## src/hdl/pse_pkg.sv

```systemverilog
`timescale 1ns / 1ps
// ----------------------------------------------------------------------------
// pse_pkg
// Shared types, constants, the CRC-32 byte update and the size clamp for the
// stored-deflate PNG encoder.
// ----------------------------------------------------------------------------
package pse_pkg;

  localparam int unsigned MAX_WIDTH  = 4096;
  localparam int unsigned MAX_HEIGHT = 4096;
  localparam int unsigned BLOCK_MAX  = 65535;
  localparam logic [31:0] CRC_POLY   = 32'hEDB88320;
  localparam logic [31:0] CRC_INIT   = 32'hFFFFFFFF;
  localparam logic [16:0] ADLER_MOD  = 17'd65521;

  // byte positions inside the header, block header and trailer runs
  localparam logic [5:0] HDR_IHDR_LEN_LAST = 6'd11;
  localparam logic [5:0] HDR_IHDR_FIRST    = 6'd12;
  localparam logic [5:0] HDR_IHDR_LAST     = 6'd28;
  localparam logic [5:0] HDR_IDAT_LEN_LAST = 6'd36;
  localparam logic [5:0] HDR_IDAT_FIRST    = 6'd37;
  localparam logic [5:0] HDR_LAST          = 6'd42;
  localparam logic [5:0] BLK_LAST          = 6'd4;
  localparam logic [5:0] TRL_ADLER_LAST    = 6'd3;
  localparam logic [5:0] TRL_IEND_LEN_LAST = 6'd11;
  localparam logic [5:0] TRL_IEND_FIRST    = 6'd12;
  localparam logic [5:0] TRL_IEND_LAST     = 6'd15;
  localparam logic [5:0] TRL_LAST          = 6'd19;

  typedef enum logic {
    REG_WIDTH  = 1'b0,
    REG_HEIGHT = 1'b1
  } reg_index_e;

  typedef enum logic [4:0] {
    PH_IDLE = 5'b00001,
    PH_HDR  = 5'b00010,
    PH_BLK  = 5'b00100,
    PH_RAW  = 5'b01000,
    PH_TRL  = 5'b10000
  } phase_e;

  typedef struct packed {
    logic       valid;
    logic       avail_next;
    logic [7:0] data;
  } head_t;

  typedef struct packed {
    logic [7:0] out_byte;
    logic       last_of_run;
    logic       end_of_file;
  } beat_t;

  function automatic logic [31:0] crc_byte(input logic [31:0] c, input logic [7:0] v);
    logic [31:0] r;
    r = c ^ {24'd0, v};
    for (int k = 0; k < 8; k++) begin
      r = r[0] ? (CRC_POLY ^ (r >> 1)) : (r >> 1);
    end
    return r;
  endfunction

  function automatic logic [12:0] clamp_size(input logic [12:0] v, input logic [12:0] vmax);
    if (v == 13'd0) begin
      return 13'd1;
    end else if (v > vmax) begin
      return vmax;
    end
    return v;
  endfunction

endpackage

```

## src/hdl/pse_front.sv

```systemverilog
`timescale 1ns / 1ps
// ----------------------------------------------------------------------------
// pse_front
// Two-entry input queue: accepts image bytes and presents the oldest one
// to the emitter, with a look-ahead of the next-cycle occupancy.
// ----------------------------------------------------------------------------
module pse_front (
  input  logic               clk_i,
  input  logic               rst_ni,
  input  logic               push,
  output logic               full,
  input  logic [7:0]         data_byte_i,
  input  logic               pop_head_i,
  output pse_pkg::head_t     head_o
);

  logic [7:0] mem_q [2];
  logic       wr_q, wr_d, rd_q, rd_d;
  logic [1:0] cnt_q, cnt_d;
  logic       do_push, do_pop;

  assign full    = (cnt_q == 2'd2);
  assign do_push = push && !full;
  assign do_pop  = pop_head_i && (cnt_q != 2'd0);

  always_comb begin
    wr_d  = do_push ? ~wr_q : wr_q;
    rd_d  = do_pop ? ~rd_q : rd_q;
    cnt_d = cnt_q + {1'b0, do_push} - {1'b0, do_pop};
  end

  always_ff @(posedge clk_i or negedge rst_ni) begin
    if (!rst_ni) begin
      wr_q  <= 1'b0;
      rd_q  <= 1'b0;
      cnt_q <= 2'd0;
    end else begin
      wr_q  <= wr_d;
      rd_q  <= rd_d;
      cnt_q <= cnt_d;
    end
  end

  always_ff @(posedge clk_i) begin
    if (do_push) begin
      mem_q[wr_q] <= data_byte_i;
    end
  end

  assign head_o.valid      = (cnt_q != 2'd0);
  assign head_o.avail_next = (cnt_d != 2'd0);
  assign head_o.data       = mem_q[rd_q];

endmodule

```

## src/hdl/pse_back.sv

```systemverilog
`timescale 1ns / 1ps
// ----------------------------------------------------------------------------
// pse_back
// File sequencer: emits header, stored block headers, filter, image bytes
// and trailer, one byte a cycle while popped, with running CRC/Adler sums.
// ----------------------------------------------------------------------------
module pse_back (
  input  logic               clk_i,
  input  logic               rst_ni,
  input  logic [12:0]        cfg_width_i,
  input  logic [12:0]        cfg_height_i,
  input  pse_pkg::head_t     head_i,
  output logic               pop_head_o,
  output logic               empty,
  input  logic               pop,
  output pse_pkg::beat_t     beat_o
);

  pse_pkg::phase_e phase_q, phase_d;
  logic [5:0]  idx_q, idx_d;
  logic        filt_q, filt_d;
  logic        started_q, started_d;
  logic [13:0] col_q, col_d;
  logic [25:0] raw_left_q, raw_left_d;
  logic [15:0] blk_left_q, blk_left_d;
  logic [15:0] adl_q, adl_d, adh_q, adh_d;
  logic [31:0] crc_q, crc_d, hcrc_q, hcrc_d;
  logic [12:0] fw_q, fw_d, fh_q, fh_d;
  logic [25:0] raw_tot_q;
  logic [31:0] idat_len_q;
  logic        out_valid_q, out_valid_d;
  pse_pkg::beat_t out_q, out_d;

  logic        adv, out_pop, emit;
  logic [7:0]  b;
  logic        do_disp, disp_avail, disp_started, disp_col0, disp_bl0;

  // frame size arithmetic, settled long before the IDAT length is sent
  logic [13:0] row_len;
  logic [14:0] row_bytes;
  logic [26:0] prod;
  logic [9:0]  q0;
  logic [16:0] rem, rem2;
  logic        ge;
  logic [10:0] blocks;
  logic [31:0] idat_len_d;

  assign row_len   = 14'({fw_q, 1'b0}) + 14'(fw_q) + 14'd1;
  assign row_bytes = 15'({fw_q, 1'b0}) + 15'(fw_q);
  assign prod      = 27'(fh_q) * 27'(row_len);

  // ceil(raw / 65535): 65536 = 65535 + 1, so one correction suffices
  always_comb begin
    q0         = raw_tot_q[25:16];
    rem        = 17'(raw_tot_q[15:0]) + 17'(q0);
    ge         = (rem >= 17'(pse_pkg::BLOCK_MAX));
    rem2       = ge ? rem - 17'(pse_pkg::BLOCK_MAX) : rem;
    blocks     = 11'(q0) + 11'(ge) + 11'(rem2 != 17'd0);
    idat_len_d = 32'd6 + 32'({blocks, 2'b00}) + 32'(blocks) + 32'(raw_tot_q);
  end

  // stored block length and raw byte to send
  logic [15:0] blk_n;
  logic [7:0]  raw_v;
  logic [16:0] lo_s, hi_s;
  logic [15:0] lo_n, hi_n;
  logic [13:0] col_inc;
  logic [31:0] hx, cx;

  assign blk_n   = (raw_left_q < 26'(pse_pkg::BLOCK_MAX)) ? raw_left_q[15:0] : 16'hFFFF;
  assign raw_v   = filt_q ? 8'h00 : head_i.data;
  assign lo_s    = 17'(adl_q) + 17'(raw_v);
  assign lo_n    = (lo_s >= pse_pkg::ADLER_MOD) ? 16'(lo_s - pse_pkg::ADLER_MOD) : lo_s[15:0];
  assign hi_s    = 17'(adh_q) + 17'(lo_n);
  assign hi_n    = (hi_s >= pse_pkg::ADLER_MOD) ? 16'(hi_s - pse_pkg::ADLER_MOD) : hi_s[15:0];
  assign col_inc = col_q + 14'd1;
  assign hx      = ~hcrc_q;
  assign cx      = ~crc_q;

  assign out_pop = pop && out_valid_q;
  assign adv     = (phase_q != pse_pkg::PH_IDLE) && (!out_valid_q || out_pop);

  // byte tables of the fixed runs
  logic [7:0] hdr_b, blk_b, trl_b;

  always_comb begin
    case (idx_q)
      6'd0:  hdr_b = 8'h89;
      6'd1:  hdr_b = 8'h50;
      6'd2:  hdr_b = 8'h4E;
      6'd3:  hdr_b = 8'h47;
      6'd4:  hdr_b = 8'h0D;
      6'd5:  hdr_b = 8'h0A;
      6'd6:  hdr_b = 8'h1A;
      6'd7:  hdr_b = 8'h0A;
      6'd11: hdr_b = 8'h0D;
      6'd12: hdr_b = 8'h49;
      6'd13: hdr_b = 8'h48;
      6'd14: hdr_b = 8'h44;
      6'd15: hdr_b = 8'h52;
      6'd18: hdr_b = {3'd0, fw_q[12:8]};
      6'd19: hdr_b = fw_q[7:0];
      6'd22: hdr_b = {3'd0, fh_q[12:8]};
      6'd23: hdr_b = fh_q[7:0];
      6'd24: hdr_b = 8'h08;
      6'd25: hdr_b = 8'h02;
      6'd29: hdr_b = hx[31:24];
      6'd30: hdr_b = hx[23:16];
      6'd31: hdr_b = hx[15:8];
      6'd32: hdr_b = hx[7:0];
      6'd33: hdr_b = idat_len_q[31:24];
      6'd34: hdr_b = idat_len_q[23:16];
      6'd35: hdr_b = idat_len_q[15:8];
      6'd36: hdr_b = idat_len_q[7:0];
      6'd37: hdr_b = 8'h49;
      6'd38: hdr_b = 8'h44;
      6'd39: hdr_b = 8'h41;
      6'd40: hdr_b = 8'h54;
      6'd41: hdr_b = 8'h78;
      6'd42: hdr_b = 8'h01;
      default: hdr_b = 8'h00;
    endcase
  end

  always_comb begin
    case (idx_q)
      6'd0:    blk_b = {7'd0, (raw_left_q <= 26'(pse_pkg::BLOCK_MAX))};
      6'd1:    blk_b = blk_n[7:0];
      6'd2:    blk_b = blk_n[15:8];
      6'd3:    blk_b = ~blk_n[7:0];
      6'd4:    blk_b = ~blk_n[15:8];
      default: blk_b = 8'h00;
    endcase
  end

  always_comb begin
    case (idx_q)
      6'd0:  trl_b = adh_q[15:8];
      6'd1:  trl_b = adh_q[7:0];
      6'd2:  trl_b = adl_q[15:8];
      6'd3:  trl_b = adl_q[7:0];
      6'd4:  trl_b = cx[31:24];
      6'd5:  trl_b = cx[23:16];
      6'd6:  trl_b = cx[15:8];
      6'd7:  trl_b = cx[7:0];
      6'd12: trl_b = 8'h49;
      6'd13: trl_b = 8'h45;
      6'd14: trl_b = 8'h4E;
      6'd15: trl_b = 8'h44;
      6'd16: trl_b = hx[31:24];
      6'd17: trl_b = hx[23:16];
      6'd18: trl_b = hx[15:8];
      6'd19: trl_b = hx[7:0];
      default: trl_b = 8'h00;
    endcase
  end

  always_comb begin
    phase_d      = phase_q;
    idx_d        = idx_q;
    filt_d       = filt_q;
    started_d    = started_q;
    col_d        = col_q;
    raw_left_d   = raw_left_q;
    blk_left_d   = blk_left_q;
    adl_d        = adl_q;
    adh_d        = adh_q;
    crc_d        = crc_q;
    hcrc_d       = hcrc_q;
    fw_d         = fw_q;
    fh_d         = fh_q;
    emit         = 1'b0;
    b            = 8'h00;
    out_d        = out_q;
    out_d.last_of_run = 1'b0;
    out_d.end_of_file = 1'b0;
    pop_head_o   = 1'b0;
    do_disp      = 1'b0;
    disp_avail   = head_i.avail_next;
    disp_started = started_q;
    disp_col0    = (col_q == 14'd0);
    disp_bl0     = (blk_left_q == 16'd0);

    case (phase_q)
      pse_pkg::PH_IDLE: begin
        if (head_i.valid) begin
          do_disp    = 1'b1;
          disp_avail = 1'b1;
        end
      end
      pse_pkg::PH_HDR: begin
        if (adv) begin
          emit = 1'b1;
          b    = hdr_b;
          if (idx_q == pse_pkg::HDR_IHDR_LEN_LAST) begin
            hcrc_d = pse_pkg::CRC_INIT;
          end else if (idx_q >= pse_pkg::HDR_IHDR_FIRST && idx_q <= pse_pkg::HDR_IHDR_LAST) begin
            hcrc_d = pse_pkg::crc_byte(hcrc_q, b);
          end
          if (idx_q == pse_pkg::HDR_IDAT_LEN_LAST) begin
            crc_d = pse_pkg::CRC_INIT;
          end else if (idx_q >= pse_pkg::HDR_IDAT_FIRST) begin
            crc_d = pse_pkg::crc_byte(crc_q, b);
          end
          if (idx_q == pse_pkg::HDR_LAST) begin
            started_d  = 1'b1;
            raw_left_d = raw_tot_q;
            blk_left_d = 16'd0;
            col_d      = 14'd0;
            adl_d      = 16'd1;
            adh_d      = 16'd0;
            filt_d     = 1'b1;
            phase_d    = pse_pkg::PH_BLK;
            idx_d      = 6'd0;
          end else begin
            idx_d = idx_q + 6'd1;
          end
        end
      end
      pse_pkg::PH_BLK: begin
        if (adv) begin
          emit  = 1'b1;
          b     = blk_b;
          crc_d = pse_pkg::crc_byte(crc_q, b);
          if (idx_q == pse_pkg::BLK_LAST) begin
            blk_left_d = blk_n;
            phase_d    = pse_pkg::PH_RAW;
            idx_d      = 6'd0;
          end else begin
            idx_d = idx_q + 6'd1;
          end
        end
      end
      pse_pkg::PH_RAW: begin
        if (adv) begin
          emit       = 1'b1;
          b          = raw_v;
          crc_d      = pse_pkg::crc_byte(crc_q, b);
          adl_d      = lo_n;
          adh_d      = hi_n;
          blk_left_d = blk_left_q - 16'd1;
          raw_left_d = raw_left_q - 26'd1;
          if (filt_q) begin
            filt_d  = 1'b0;
            phase_d = (blk_left_d == 16'd0) ? pse_pkg::PH_BLK : pse_pkg::PH_RAW;
          end else begin
            pop_head_o = 1'b1;
            col_d      = (15'(col_inc) >= row_bytes) ? 14'd0 : col_inc;
            if (raw_left_d == 26'd0) begin
              phase_d = pse_pkg::PH_TRL;
              idx_d   = 6'd0;
            end else begin
              out_d.last_of_run = 1'b1;
              do_disp   = 1'b1;
              disp_col0 = (col_d == 14'd0);
              disp_bl0  = (blk_left_d == 16'd0);
            end
          end
        end
      end
      pse_pkg::PH_TRL: begin
        if (adv) begin
          emit = 1'b1;
          b    = trl_b;
          if (idx_q <= pse_pkg::TRL_ADLER_LAST) begin
            crc_d = pse_pkg::crc_byte(crc_q, b);
          end
          if (idx_q == pse_pkg::TRL_IEND_LEN_LAST) begin
            hcrc_d = pse_pkg::CRC_INIT;
          end else if (idx_q >= pse_pkg::TRL_IEND_FIRST && idx_q <= pse_pkg::TRL_IEND_LAST) begin
            hcrc_d = pse_pkg::crc_byte(hcrc_q, b);
          end
          if (idx_q == pse_pkg::TRL_LAST) begin
            out_d.last_of_run = 1'b1;
            out_d.end_of_file = 1'b1;
            started_d    = 1'b0;
            do_disp      = 1'b1;
            disp_started = 1'b0;
          end else begin
            idx_d = idx_q + 6'd1;
          end
        end
      end
      default: begin
        phase_d = pse_pkg::PH_IDLE;
      end
    endcase

    // pick the first run of the next item
    if (do_disp) begin
      idx_d = 6'd0;
      if (!disp_avail) begin
        phase_d = pse_pkg::PH_IDLE;
      end else if (!disp_started) begin
        phase_d = pse_pkg::PH_HDR;
        fw_d    = pse_pkg::clamp_size(cfg_width_i, 13'(pse_pkg::MAX_WIDTH));
        fh_d    = pse_pkg::clamp_size(cfg_height_i, 13'(pse_pkg::MAX_HEIGHT));
      end else begin
        filt_d  = disp_col0;
        phase_d = disp_bl0 ? pse_pkg::PH_BLK : pse_pkg::PH_RAW;
      end
    end

    out_d.out_byte = emit ? b : out_q.out_byte;
    if (!emit) begin
      out_d.last_of_run = out_q.last_of_run;
      out_d.end_of_file = out_q.end_of_file;
    end
    out_valid_d = emit ? 1'b1 : (out_pop ? 1'b0 : out_valid_q);
  end

  always_ff @(posedge clk_i or negedge rst_ni) begin
    if (!rst_ni) begin
      phase_q     <= pse_pkg::PH_IDLE;
      idx_q       <= 6'd0;
      filt_q      <= 1'b0;
      started_q   <= 1'b0;
      col_q       <= 14'd0;
      raw_left_q  <= 26'd0;
      blk_left_q  <= 16'd0;
      adl_q       <= 16'd1;
      adh_q       <= 16'd0;
      crc_q       <= pse_pkg::CRC_INIT;
      hcrc_q      <= pse_pkg::CRC_INIT;
      fw_q        <= 13'd1;
      fh_q        <= 13'd1;
      out_valid_q <= 1'b0;
    end else begin
      phase_q     <= phase_d;
      idx_q       <= idx_d;
      filt_q      <= filt_d;
      started_q   <= started_d;
      col_q       <= col_d;
      raw_left_q  <= raw_left_d;
      blk_left_q  <= blk_left_d;
      adl_q       <= adl_d;
      adh_q       <= adh_d;
      crc_q       <= crc_d;
      hcrc_q      <= hcrc_d;
      fw_q        <= fw_d;
      fh_q        <= fh_d;
      out_valid_q <= out_valid_d;
    end
  end

  always_ff @(posedge clk_i) begin
    raw_tot_q  <= prod[25:0];
    idat_len_q <= idat_len_d;
    out_q      <= out_d;
  end

  assign empty  = !out_valid_q;
  assign beat_o = out_q;

  a_eof_is_last: assert property (@(posedge clk_i) disable iff (!rst_ni)
    (out_valid_q && out_q.end_of_file) |-> out_q.last_of_run)
    else $error("end of file without end of run");

  a_pop_on_data: assert property (@(posedge clk_i) disable iff (!rst_ni)
    pop_head_o |-> (phase_q == pse_pkg::PH_RAW && !filt_q && head_i.valid))
    else $error("input byte consumed outside a data beat");

  a_raw_has_room: assert property (@(posedge clk_i) disable iff (!rst_ni)
    (phase_q == pse_pkg::PH_RAW) |-> (blk_left_q != 16'd0 && raw_left_q != 26'd0))
    else $error("raw byte with no block or frame space left");

endmodule

```

## src/hdl/png_stored_deflate_encoder_core.sv

```systemverilog
`timescale 1ns / 1ps
// ----------------------------------------------------------------------------
// png_stored_deflate_encoder_core
// Streams an RGB8 frame in and a complete PNG file (stored deflate) out.
// ----------------------------------------------------------------------------
// Usage:
//   Configure image_width (byte address 0) and image_height (byte address 4)
//   over the APB port while the block is idle; sizes are clamped to 1..4096
//   and latched at the first byte of each frame.
//   Push image bytes (R, G, B, raster order) while full is low. Pop file
//   bytes while empty is low; last_of_run_o marks the final byte caused by
//   one input byte, end_of_file_o the last byte of the file.
// Timing:
//   One file byte leaves per cycle while pop is high. An image byte in a
//   stored block yields one file byte; a row's first byte adds a filter
//   byte, a block boundary adds five, the first byte of a frame adds 43
//   header bytes and the last adds 20 trailer bytes. The emitter sends one
//   byte per cycle while not stalled. When idle, a push reaches the output
//   through the input queue, the emitter phase and the output register.
// Reset and stall:
//   Reset empties both queues and starts a new file at the next byte. When
//   pop stays low the output register holds, the emitter stops and the
//   two-entry input queue fills, then full rises.
// ----------------------------------------------------------------------------
module png_stored_deflate_encoder_core (
  input  logic        clk_i,
  input  logic        rst_ni,
  // input queue
  input  logic        push,
  output logic        full,
  input  logic [7:0]  data_byte_i,
  // result queue
  output logic        empty,
  input  logic        pop,
  output logic [7:0]  out_byte_o,
  output logic        last_of_run_o,
  output logic        end_of_file_o,
  // configuration
  input  logic        psel,
  input  logic        penable,
  input  logic        pwrite,
  input  logic [2:0]  paddr,
  input  logic [31:0] pwdata,
  output logic [31:0] prdata,
  output logic        pready
);

  logic [12:0]    width_q, height_q;
  pse_pkg::head_t head;
  pse_pkg::beat_t beat;
  logic           pop_head;
  logic           cfg_wr;

  assign pready = 1'b1;
  assign cfg_wr = psel && penable && pwrite;

  // register file: only address bit 2 selects the register
  always_ff @(posedge clk_i or negedge rst_ni) begin
    if (!rst_ni) begin
      width_q  <= 13'd1;
      height_q <= 13'd1;
    end else if (cfg_wr) begin
      if (paddr[2] == pse_pkg::REG_HEIGHT) begin
        height_q <= pwdata[12:0];
      end else begin
        width_q <= pwdata[12:0];
      end
    end
  end

  assign prdata = (paddr[2] == pse_pkg::REG_HEIGHT) ? 32'(height_q) : 32'(width_q);

  // front: buffer up to two incoming bytes while other beats are sent
  pse_front u_front (
    .clk_i       (clk_i),
    .rst_ni      (rst_ni),
    .push        (push),
    .full        (full),
    .data_byte_i (data_byte_i),
    .pop_head_i  (pop_head),
    .head_o      (head)
  );

  // back: sequence the file and drive the output register
  pse_back u_back (
    .clk_i        (clk_i),
    .rst_ni       (rst_ni),
    .cfg_width_i  (width_q),
    .cfg_height_i (height_q),
    .head_i       (head),
    .pop_head_o   (pop_head),
    .empty        (empty),
    .pop          (pop),
    .beat_o       (beat)
  );

  assign out_byte_o    = beat.out_byte;
  assign last_of_run_o = beat.last_of_run;
  assign end_of_file_o = beat.end_of_file;

endmodule

```

## config.mk

```make
export PLATFORM = sky130hd
export DESIGN_NAME = png_stored_deflate_encoder_core
export DESIGN_NICKNAME = d
export VERILOG_FILES = /design/src/hdl/pse_pkg.sv /design/src/hdl/pse_front.sv /design/src/hdl/pse_back.sv /design/src/hdl/png_stored_deflate_encoder_core.sv
export SDC_FILE = /design/constraint.sdc
export NUM_CORES = 2
export LEC_CHECK = 0
export ABC_AREA = 0
export BUFFER_PORTS_ARGS = -buffer_cell sky130_fd_sc_hd__buf_2
export CORE_MARGIN = 5
export CORE_UTILIZATION = 50
export DETAILED_ROUTE_END_ITERATION = 10
export PLACE_DENSITY = 0.73
export SLEW_MARGIN = 20
export SYNTH_ARGS = -nofsm -noshare
export SYNTH_HDL_FRONTEND = slang
export SYNTH_SLANG_ARGS = --single-unit
```

## constraint.sdc

```tcl
create_clock -name clk_i -period 19.85 [get_ports clk_i]
set_input_delay 0.9925 -clock clk_i [delete_from_list [all_inputs] [get_ports clk_i]]
set_output_delay 0.9925 -clock clk_i [all_outputs]
set_load 0.005 [all_outputs]
```

== After elaboration in Yosys (flattened, before gate mapping) ==
Memory sizes are Yosys's and may differ from the RTL's.
Index checks and enable logic that the tools add are counted.
Word-level totals
  register bits after elaboration: 290
  RAM bits: 16
  input bits: 50
  output and inout bits: 45
  word-level logic and storage cells: 411
  memories: 1
Memory list
  u_front.mem_q: depth 2, bits a word 8, rd ports 1, clocked after memory_dff 0, wr ports 1, RTL line pse_front.sv:17  | logic [7:0] mem_q [2];
Cells by class
  add/sub/neg operators: 20
  multiply operators: 1
  order comparisons: 13
  equality and inequality tests: 63
  mux-type cells: 181
  bitwise logic cells: 62
  reduce and logical (&&, ||, !) cells: 46
Operators with widths (number)
  two-way mux 32 bit: 61
  NOT 13 -> 14 bit: 48
  case mux 8 bit (29 select lines): 1
  two-way mux 16 bit: 12
  bitwise XOR 32 x 8 -> 32 bit: 6
  case mux 32 bit (4 select lines): 1
  case mux 8 bit (16 select lines): 1
  two-way mux 13 bit: 7
  two-way mux 26 bit: 3
  two-way mux 14 bit: 5
  equality test 6 x 5 -> 1 bit (second input constant): 11
  equality test 6 bit (second input constant): 11
  NOT 32 bit: 2
  case mux 16 bit (2 select lines): 2
  case mux 32 bit (2 select lines): 1
  two-way mux 6 bit: 10
  case mux 26 bit (2 select lines): 1
  greater-or-equal comparator 17 x 16 -> 1 bit (second input constant): 3
  two-way mux 5 bit: 10
  case mux 16 bit (3 select lines): 1
  two-way mux 1 bit: 46
  two-way mux 8 bit: 5
  case mux 8 bit (5 select lines): 1
  adder 32 x 11 -> 32 bit: 1
  other kinds (77): 136

== Depth between registers and ports, before layout ==
  word-level depth: 24
  depth in mapped cells: 37

== Cells and area by module ==
From an unflattened synthesis, not the netlist that was laid out.
Unflattened totals
  cell total of the unflattened synthesis: 3667
  area total of the unflattened synthesis: 31916.9 sq um
Modules (own cells, without submodules)
  pse_back: times used 1, cells an instance 3531, area each 29782.3 sq um
  png_stored_deflate_encoder_core: times used 1, cells an instance 92, area each 1347.5 sq um
  pse_front: times used 1, cells an instance 44, area each 787.0 sq um

== Worst setup path before layout ==
No wires, ideal clock.
  path kind: register to register
  start: register u_back.raw_tot_q[16]
  end: register u_back.idat_len_q[25]
  setup time: 0.134 ns
  data arrival time: 7.446 ns
  path slack: 12.270 ns
  stages on the path, launching flop included: 35
  clock period less this slack: 7.580 ns
  cell sequence: dfxtp_1 ha_1 inv_1 fa_1 nor2b_1 o21a_1 o21ai_0 a21oi_1 nand3_1 nor4b_1 nand2_1 nor3_1 ha_1 nor4b_1 o2111ai_1 o21ai_0 o2111ai_1 fa_1 ha_1 and3_1 xnor2_1 or4_1 nor2_1 xnor2_1 fa_1 inv_1 ha_1 and3_1 a21oi_1 inv_1 a41o_1 o21ai_0 o21a_1 nor4_1 xor2_1
On the way
  longest elaborated chain between the ends: 8
  elaborated cells between the ends (all ways): 10
  classes of those cells: add/sub (7); order compare (1); mux (1); reduce/logical (1)
Ends and longest elaborated chain
  from (decl): RTL line pse_back.sv:29  | logic [25:0] raw_tot_q;
  from (signal assigned): RTL line pse_back.sv:347  | raw_tot_q <= prod[25:0];
  branches (longest 7 deep; another with adder 32 x 11 -> 32 bit)
  adder 32 x 26 -> 32 bit (*): RTL line pse_back.sv:59  | idat_len_d = 32'd6 + 32'({blocks, 2'b00}) + 32'(blocks) + 32'(raw_tot_q);
  named net u_back.idat_len_d[25]: RTL line pse_back.sv:46  | logic [31:0] idat_len_d;
  to (signal assigned): RTL line pse_back.sv:348  | idat_len_q <= idat_len_d;
  to (decl): RTL line pse_back.sv:30  | logic [31:0] idat_len_q;
Mark *: on every way through the listed nets, which the timed path passes.
A chain may end at the register's enable or synchronous reset.

== Final worst setup path ==
  start: register u_back.raw_tot_q[16]
  end: register u_back.idat_len_q[23]
The elaborated chain is that of the path after synthesis.

==> results.md <==
- The run finished with clean final reports.
- The buffer type at the clock tree root is clkbuf_16.
- The layer with the highest usage after global routing is met2.
- The count of flip-flops with a built-in enable after synthesis is 26.
- The proportion of register bits with asynchronous set or reset after synthesis is 73.8%.
- Dividing the final minimum period by the clock period gives 44.4%.
- After detailed routing, the average wire length per cell comes to 22.2 µm.
- The via count of the first global-routing pass came to 26500.
- The number of warnings reported in the yosys synthesis log is 0.
- Summed over all layers, the routed wires come to 100000 µm.
- The critical path's largest stage delay is 0.65 ns.
- The count of cells along the worst register-to-register path is 35.
- Timing analysis after detailed placement gives a worst setup slack of 11.13 ns.
- The sum of buffers and inverters on the critical path is 3.
- For this run, the register share of the synthesized area comes to 23.4%.
- The final-report hold violation count is 0.
- The synthesized instance count is 3699.
- The maximum number of buffers from clock root to sink is 3.
- The final route contains 27500 vias.
- The area of the core is 0.0632 mm².
- Between clock sinks in the finished design, the worst skew comes to 0.0223 ns.
- Headroom to the max-slew limit came out at 24.2%.
- The register bit count reported by yosys is 301.
- The layout has 5778 filler cells.
- Entering global routing, the biggest net connects 92 pins.
- For met2 alone, demand over resource in global routing was 43.4%.
- The cell area after layout is 0.0339 mm².
- The count of cell types in the netlist is 121.
- The half-perimeter wire length of the detailed placement result is between 70000 and 80000 µm.
- The quantity of I/O buffers inserted on ports is 53.
- Setup violations remaining at the end of the flow were counted as 0.
- The top-level I/O count is 95.
- The area of the multi-input gates is 0.0225 mm².
- The post-CTS clock slew at the launch and capture registers of the worst setup and hold paths is ~0.06 ns.
- Static timing analysis puts the maximum clock frequency at 0.113 GHz.
- The clock period could shrink to 8.82 ns.
- At the worst endpoint, the arrival time is 9.23 ns.
- The y dimension of the die is 263 µm.
- Hold is met by around 0.44 ns.
- The sequential cells in the finished layout cover a total of 0.00748 mm².
- The detailed-router iteration count before antenna repair is 6.
- The CTS tree is done.
- At the pin with the least slew margin, the transition time is 1.13 ns.
- The prevailing post-synth register cell is dfrtp_1.
- The share of Yosys cell area claimed by the top area cell type is 11.9%.
- The endpoint of the worst register-to-register path is u_back.idat_len_q[23].
- Summed over all failing endpoints, the final setup total negative slack is 0 ns.
- The global routing met3 resource utilization is 5.16%.
- The number of hold-repair buffers added at the cts stage is 0.
- Post-CTS timing repair inserted 0 buffers for setup.
- Across the run, the number of max-cap violations was 0.
- The floorplan has between 90 and 100 rows.
- For met1 alone, demand over resource in global routing was 39.3%.
- After the last flow step, the layout net total stands at around 4000.
- The startpoint identified for the worst register-to-register timing path is u_back.raw_tot_q[16].
- Relative to the synthesized area, the layout overhead comes to 6.14%.
- By startpoint and endpoint, the worst setup path is classified as register to register.
- The number of remaining DRC errors is 0.
- Clock latency on the worst-skew pair, taken at its later pin, is approximately 0.58 ns.
- In this run the register-to-register setup slack is 11.03 ns.
- Setup slack on the critical path of the routed design comes to 11.03 ns.
- In this run the worst hold path is classified as input pin to async pin.
- The post-CTS resize count is 0.
- The data required time of the critical path is 20.26 ns.
- The number of routed nets with antenna violations is 0.
- STA classifies the critical path endpoint as a register.
- The final number of max-transition violations came to 0.
- The area enclosed by the die boundary is 0.0691 mm².
- The wire length of the first global-routing pass is 156000 µm.
- The average via count per standard cell is just over 6.
- The largest delay contributor family on the critical path is simple AND/OR/NAND/NOR gates.
- Setup repair after global routing left no endpoint under its margin.
- Measured along the x axis, the die boundary spans 263 µm.
- After global routing the overflow that remains totals 0.
- The cell that appears most often on the critical path is ha_1.
- Clock tree synthesis found a total of 301 sinks.
- Routability-driven placement finished with a final weighted congestion of 1.02.
- The number of DRC markers in iteration 0 is 3025.
- The global-route usage over all layers is 28.0%.
- Summing every instance area after synthesis gives 0.0320 mm².
- The top cell type by total area after synthesis is dfrtp_1.
- The slowest stage of the critical path belongs to the cell nor4b_1.
- The H-tree was split into 2 levels.
- Clock tree synthesis inserted a total of 38 buffers.
- The nature of the critical path startpoint is a register.
- The cell area after placement is 0.0326 mm².
- The post-synthesis area per instance is about 8.6 µm².
- The share of final-layout standard cells stronger than drive strength 1 is 10.3%.
- The worst-path maximum fanout is 6.
- The initial antenna violation count came to 2.
- Sorting the synthesized cells by area gives the leading types as dfrtp_1 (12%), fa_1 (9.1%), xnor2_1 (9.1%), ha_1 (6.7%), dfstp_2 (5.8%).
- The effective utilization at floorplan is between 50% and 60%.
worst max path at each step:
stage / startpoint / to / depth (start not counted)
2_1_floorplan: u_back.raw_tot_q[16] / u_back.idat_len_q[25] / 34
3_3_place_gp: u_back.raw_tot_q[16] / u_back.idat_len_q[24] / 34
3_5_place_dp: u_back.raw_tot_q[16] / u_back.idat_len_q[24] / 34
4_1_cts: u_back.raw_tot_q[16] / u_back.idat_len_q[23] / 35
5_1_grt: u_front.rd_q / u_back.adh_q[9] / 26
6_report: u_back.raw_tot_q[16] / u_back.idat_len_q[23] / 35
worst reg2reg max path, delay by kind of cell (launching register included):
kind                       cells  cell delay [ns]
and+or+nand+nor               12             2.84
adders and majority gates      7             2.53
AOI/OAI and AO/OA             10             2.11
xor gates and xnor gates       3             0.52
DFF                            1             0.51
buffers and inverters          3             0.17
area by class of cell:
cell class / instances / area share [%]
clock buffer: 45 / 2.97
sequential: 301 / 22.1
clock inverter: 25 / 0.915
antenna: 1 / 0.00738
multi-input combinational: 2945 / 66.5
timing repair buffer: 97 / 1.79
inverter: 242 / 2.68
tap: 846 / 3.12
stage by stage:
step | std cells | utilization [%]
CTS | 4501 | 53.7
finish | 4502 | 53.7
global placement | 4431 | 51.6
floorplan | 3718 | -
detailed placement | 4431 | 51.6
global route | 4501 | 53.7
cells in the mapped netlist (all sizes together) (21+ instances only):
library cell,number
o21a,32
nand2b,52
nor2,234
dfstp,70
nor4,34
and2,71
and3,27
a21oi,203
ha,172
nand3,66
nand2,353
edfxtp,26
nor3b,21
buf,66
inv,242
fa,146
nor2b,42
dfxtp,53
a22o,24
clkbuf,164
nand4,26
xor2,165
mux2i,35
xnor2,353
or3,36
nor3,118
dfrtp,152
o21ai,249
mux2,42
a21o,36
o22ai,31
cells by family (layout without fill, tap and decap cells):
family | after synthesis | count (layout) | share of synthesized area (%)
and+or+nand+nor | 1164 | 1164 | 18.5
AOI/OAI and AO/OA | 824 | 824 | 16.7
xor gates and xnor gates | 539 | 539 | 16.4
buffers and inverters | 472 | 409 | 6.42
adders and majority gates | 320 | 320 | 15.9
DFF | 301 | 301 | 23.4
muxes | 77 | 77 | 2.58
other | 2 | 22 | 0.0235
registers in the layout, indices dropped and copies added, names as in the netlist, 2 cells and up:
name	count
height_q	13
u_back.adh_q	16
u_back.adl_q	16
u_back.beat_o	10
u_back.blk_left_q	16
u_back.col_q	14
u_back.crc_q	32
u_back.fh_q	13
u_back.fw_q	13
u_back.hcrc_q	32
u_back.idat_len_q	27
u_back.idx_q	6
u_back.phase_q	5
u_back.raw_left_q	26
u_back.raw_tot_q	26
u_front.cnt_q	2
u_front.mem_q	16
width_q	13
routing by layer:
layer | vias up | part of all wire (%)
met3 | 262 | 9.7
met2 | 1338 | 44
met5 | - | 0.011
met4 | 2 | 4.4
met1 | 13300 | 41
li1 | 12600 | -
cells in the final DEF (no fill, tap or decap), types with 31 or more instances in the layout:
cell,count
nor3_1,113
dfstp_2,70
xor2_1,159
nand3_1,63
dfxtp_1,53
buf_2,52
or3_1,35
buf_4,44
nor2b_1,41
o22ai_1,31
clkbuf_16,38
xnor2_1,333
mux2i_1,35
a21oi_1,201
and2_1,70
mux2_2,42
inv_1,242
fa_1,146
a21o_1,36
o21a_1,32
nand2b_1,51
ha_1,172
nand2_1,353
dfrtp_1,152
o21ai_0,244
nor2_1,225
Power is not shown: default switching activity piles up to over one toggle a cycle in this logic, so the estimate is an artifact.
